[src/clnp_pkg.sv]
// ----------------------------------------------------------------------------
// clnp_pkg: shared types and constants of the linked-cell pair search
// Command codes, register indexes, fixed field widths and the binning config.
// ----------------------------------------------------------------------------
package clnp_pkg;

  localparam int ID_W           = 10;
  localparam int LEN_W          = 16;
  localparam int DIM_W          = 7;
  localparam int CELL_OUT_W     = 12;
  localparam int CALC_W         = 18;
  localparam int NEIGHBOR_CELLS = 4;

  localparam logic [1:0] CMD_CLEAR  = 2'd0;
  localparam logic [1:0] CMD_INSERT = 2'd1;
  localparam logic [1:0] CMD_QUERY  = 2'd2;

  localparam logic [2:0] REG_ORIGIN_X  = 3'd0;
  localparam logic [2:0] REG_ORIGIN_Y  = 3'd1;
  localparam logic [2:0] REG_INV_X     = 3'd2;
  localparam logic [2:0] REG_INV_Y     = 3'd3;
  localparam logic [2:0] REG_CELLS_X   = 3'd4;
  localparam logic [2:0] REG_CELLS_Y   = 3'd5;
  localparam logic [2:0] REG_SKIN      = 3'd6;
  localparam logic [2:0] REG_SMALL_MAX = 3'd7;

  typedef struct packed {
    logic [LEN_W-1:0] origin_x;
    logic [LEN_W-1:0] origin_y;
    logic [LEN_W-1:0] inv_x;
    logic [LEN_W-1:0] inv_y;
    logic [DIM_W-1:0] gx;
    logic [DIM_W-1:0] gy;
  } bin_cfg_t;

  function automatic logic [DIM_W-1:0] clamp_dim(input logic [DIM_W-1:0] v);
    logic [DIM_W-1:0] r;
    r = v;
    if (v == '0) r = 7'd1;
    else if (v > 7'd64) r = 7'd64;
    return r;
  endfunction

endpackage

[src/clnp_bin.sv]
// ----------------------------------------------------------------------------
// clnp_bin: cell binning pipeline
// Three register stages from a position to its clamped linear cell index.
// ----------------------------------------------------------------------------
module clnp_bin import clnp_pkg::*; #(
  parameter int MAX_CELLS = 4096
) (
  input  logic                          clk,
  input  bin_cfg_t                      cfg,
  input  logic [LEN_W-1:0]              pos_x,
  input  logic [LEN_W-1:0]              pos_y,
  output logic [$clog2(MAX_CELLS)-1:0]  cell_idx
);

  localparam int CW = $clog2(MAX_CELLS);

  logic signed [16:0] dx, dy;
  logic signed [33:0] px_r, py_r;
  logic signed [14:0] fx, fy, limx, limy;
  logic [5:0]         cx_nxt, cy_nxt, cx_r, cy_r;
  logic [12:0]        csum;
  logic [CW-1:0]      cell_r;

  assign dx = signed'({1'b0, pos_x}) - signed'({1'b0, cfg.origin_x});
  assign dy = signed'({1'b0, pos_y}) - signed'({1'b0, cfg.origin_y});

  assign fx   = signed'({px_r[33], px_r[33:20]}) + 15'sd1;
  assign fy   = signed'({py_r[33], py_r[33:20]});
  assign limx = signed'({8'd0, cfg.gx - 7'd1});
  assign limy = signed'({8'd0, cfg.gy - 7'd1});

  always_comb begin
    if (fx < 0) cx_nxt = '0;
    else if (fx > limx) cx_nxt = limx[5:0];
    else cx_nxt = fx[5:0];
    if (fy < 0) cy_nxt = '0;
    else if (fy > limy) cy_nxt = limy[5:0];
    else cy_nxt = fy[5:0];
  end

  assign csum = 13'(cy_r) * 13'(cfg.gx) + 13'(cx_r);

  always_ff @(posedge clk) begin
    px_r <= dx * signed'({1'b0, cfg.inv_x});
    py_r <= dy * signed'({1'b0, cfg.inv_y});
    cx_r <= cx_nxt;
    cy_r <= cy_nxt;
    if (int'(csum) > MAX_CELLS - 1) cell_r <= CW'(MAX_CELLS - 1);
    else cell_r <= CW'(csum);
  end

  assign cell_idx = cell_r;

endmodule

[config.mk]
export PLATFORM = sky130hd
export DESIGN_NAME = clnp_bin
export DESIGN_NICKNAME = d
export VERILOG_FILES = /design/src/clnp_pkg.sv /design/src/clnp_bin.sv
export SDC_FILE = /design/constraint.sdc
export NUM_CORES = 2
export LEC_CHECK = 0
export BUFFER_PORTS_ARGS = -buffer_cell sky130_fd_sc_hd__buf_2
export CAP_MARGIN = 20
export CORE_UTILIZATION = 49
export DETAILED_ROUTE_END_ITERATION = 8
export PLACE_DENSITY_LB_ADDON = 0.1
export SETUP_SLACK_MARGIN = 0.4
export SLEW_MARGIN = 20
export SYNTH_ARGS = -nofsm -noshare
export SYNTH_HDL_FRONTEND = slang
export SYNTH_SLANG_ARGS = --single-unit
[constraint.sdc]
create_clock -name clk -period 7.2 [get_ports clk]
set_input_delay 0.36 -clock clk [delete_from_list [all_inputs] [get_ports clk]]
set_output_delay 0.36 -clock clk [all_outputs]
set_load 0.02 [all_outputs]
==> metrics <==
status finished, violations left; failing checks setup timing; H-tree depth 2; nets@finish 4236; Clock Skew 0.0108 ns; footprint of the multi-input gates 0.0226 sq mm; RSZ-0062 raised after global routing yes; gr ovfl total 0; number of enable flip-flop cells after synthesis 0; top-count cell post-synth inv_1; Hold Slack 0.475 ns; row count 83; Worst-Margin Slew 0.855 ns; chip width 232 um; CTS Buf Count 5; nature of the critical path endpoint flop; # DRC 0; Rel. slew slack 42.6%; CTS tree built; Seq cells post-synth 52; initial antenna violation count 0; synth top area cells fa_1 45%, ha_1 12%, inv_1 11%; initial DRC count 1083; critical path launch point type input port; Cell Area, Synth 0.0259 sq mm; Routed wire per std cell 15.8 um; Syn Area/Cell 8.78 sq um; Arr. time, crit path 7.55 ns; DRT antenna net count 0; clock-pin slew of the registers on the worst-case setup and hold paths 0.06 ns; Crit. Startpoint pos_y[0]; Hold Buf Count CTS 0; pre-CTS setup slack -0.779 ns; most frequent CP cell fa_1; Root Driver clkbuf_16; Worst path top cell family by delay adder cells; register area share after synthesis 4.02%; syn nets 3895; share of cells above drive strength 1 19.4%; hold depth 4; IO Port Bufs 122; fmax 0.136 GHz; crit path max fanout 4; Routed WL 62900 um; Synth Warn # 0; cell accounting for the most synthesized area fa_1; Pre-antenna DRT Iters 7; final-layout fill cell count 4599; Final Hold Fails 0; routed vias 20200; vias in the first global route 22000; Final Cycle Share 102%; top-area cell type share of the netlist area 44.8%; placeable core region 0.0518 sq mm; R2R cell count 16; P&R area growth vs syn 18.7%; die area 0.0538 sq mm; Most used DFF post-synth dfxtp_1; Initial Utilization 50.0%; min-delay worst type in2reg; Critical R2R Capture cell_idx[9]; count of unique library cells instantiated by Yosys 68; Post-Synthesis Cells 2953; pin count of the biggest net entering global routing 34; CP Class in2reg; Pins Over Slew Limit 0; worst setup margin -0.168 ns; Worst Path Buf+Inv 8; ant diodes 0; Worst EP required 7.38 ns; CTS Sinks 52; Final min period 7.37 ns; first-pass GRT wire length 108000 um; hold path endpoint cy_r[0]; fraction of registers with async set/reset 0%; R2R Path Start cy_r[0]; # setup viols final 10; I/O pin count 123; slowest cell on the critical path fa_1; top cells by count, synth 771 x inv_1, 580 x fa_1, 340 x nand2_1; slowest cell delay on critical path 0.56 ns; Hold Startpoint cfg[0]; Max-cap violations 0; vias per cell 5.09; clk_lat worst skew 0.30 ns; gpl congestion 0.897; Die Span Y 232 um; R2R Setup Slk 2.62 ns; Total Routing Usage GR 24.7%; clock buffer depth 2; DP HPWL 54500 um; register area 0.00104 sq mm
## worst register-to-register path, stage by stage, from the launching register on
cell and delay (ns):
dfxtp_1 0.50, nand2_1 0.13, fa_1 0.54, inv_1 0.05
ha_1 0.26, inv_1 0.08, fa_1 0.43, fa_1 0.49
inv_1 0.04, ha_1 0.28, inv_1 0.08, o21ai_0 0.10
a21oi_1 0.26, o21ai_0 0.26, a2111o_1 0.46, nand3_1 0.34
o21ai_0 0.16
## cell type report
class                   count  share of cell area [%]
multi-input cells        2025                    73.3
clock inverters             2                   0.126
flip-flops and latches     52                    3.38
repair buffers            439                    10.5
well taps                 680                    2.76
clock buffers               6                   0.419
inverters                 771                    9.48
## logic make-up (layout without fill, tap and decap cells)
group | count (synthesis) | after routing | synth area share (%)
and+or+nand+nor | 846 | 847 | 16.5
AOI/OAI and AO/OA | 261 | 261 | 6.76
xor gates and xnor gates | 80 | 80 | 2.70
DFF | 52 | 52 | 4.02
adders and majority gates | 831 | 831 | 56.9
muxes | 6 | 6 | 0.237
buffers and inverters | 877 | 1218 | 12.8
## per-stage QoR
stage / util [%] / setup TNS, ns / area [sq um] / instances
after global placement: 56.8 / -8.89 / 29400 / 3912
after CTS: 58.6 / -1.50 / 30400 / 3958
after global routing: 59.4 / -5.88 / 30800 / 3975
after floorplan: - / -0.144 / 26400 / 2953
after detailed placement: 56.8 / -11.56 / 29400 / 3912
final: 59.4 / -0.967 / 30800 / 3975
## how the worst max path moves through the flow
stage	slack (ns)	depth (start not counted)	to
2_1_floorplan	-0.08	31	py_r[33]
3_3_place_gp	-0.57	30	py_r[31]
3_5_place_dp	-0.78	31	py_r[33]
4_1_cts	-0.26	33	py_r[33]
5_1_grt	-0.45	34	py_r[27]
6_report	-0.17	33	py_r[27]
## flip-flops by register name, indices dropped and copies added (netlist names)
register  count
px_r         14
py_r         14
cell_idx     12
cx_r          6
cy_r          6
## timing repair
item	in CTS	in global routing
resized for setup	119	65
setup buffers	36	17
pin swaps	101	96
endpoints found under the setup margin	28	28
cloned	2	0
## cell usage in the layout (no fill, tap or decap), types with 22 or more instances in the layout
master    count
dfxtp_1      52
nand3_1      37
and2_1      198
buf_6        34
nand2b_1     24
nor2_1       52
inv_1       744
a21oi_1      55
fa_1        562
ha_1        230
nor2b_1      66
nand2_1     331
o21ai_0      38
o211ai_1     22
buf_4       280
xnor2_1      54
buf_2       116
## routing by layer
layer | vias up | GRT usage [%] | wire (um)
met5 | - | 0 | 0
met3 | 68 | 1.41 | 2340
met4 | 0 | 4.38 | 1250
met1 | 10200 | 34.0 | 28300
li1 | 9504 | - | -
met2 | 453 | 43.4 | 31000
Power is not shown: default switching activity piles up to over one toggle a cycle in this logic, so the estimate is an artifact.
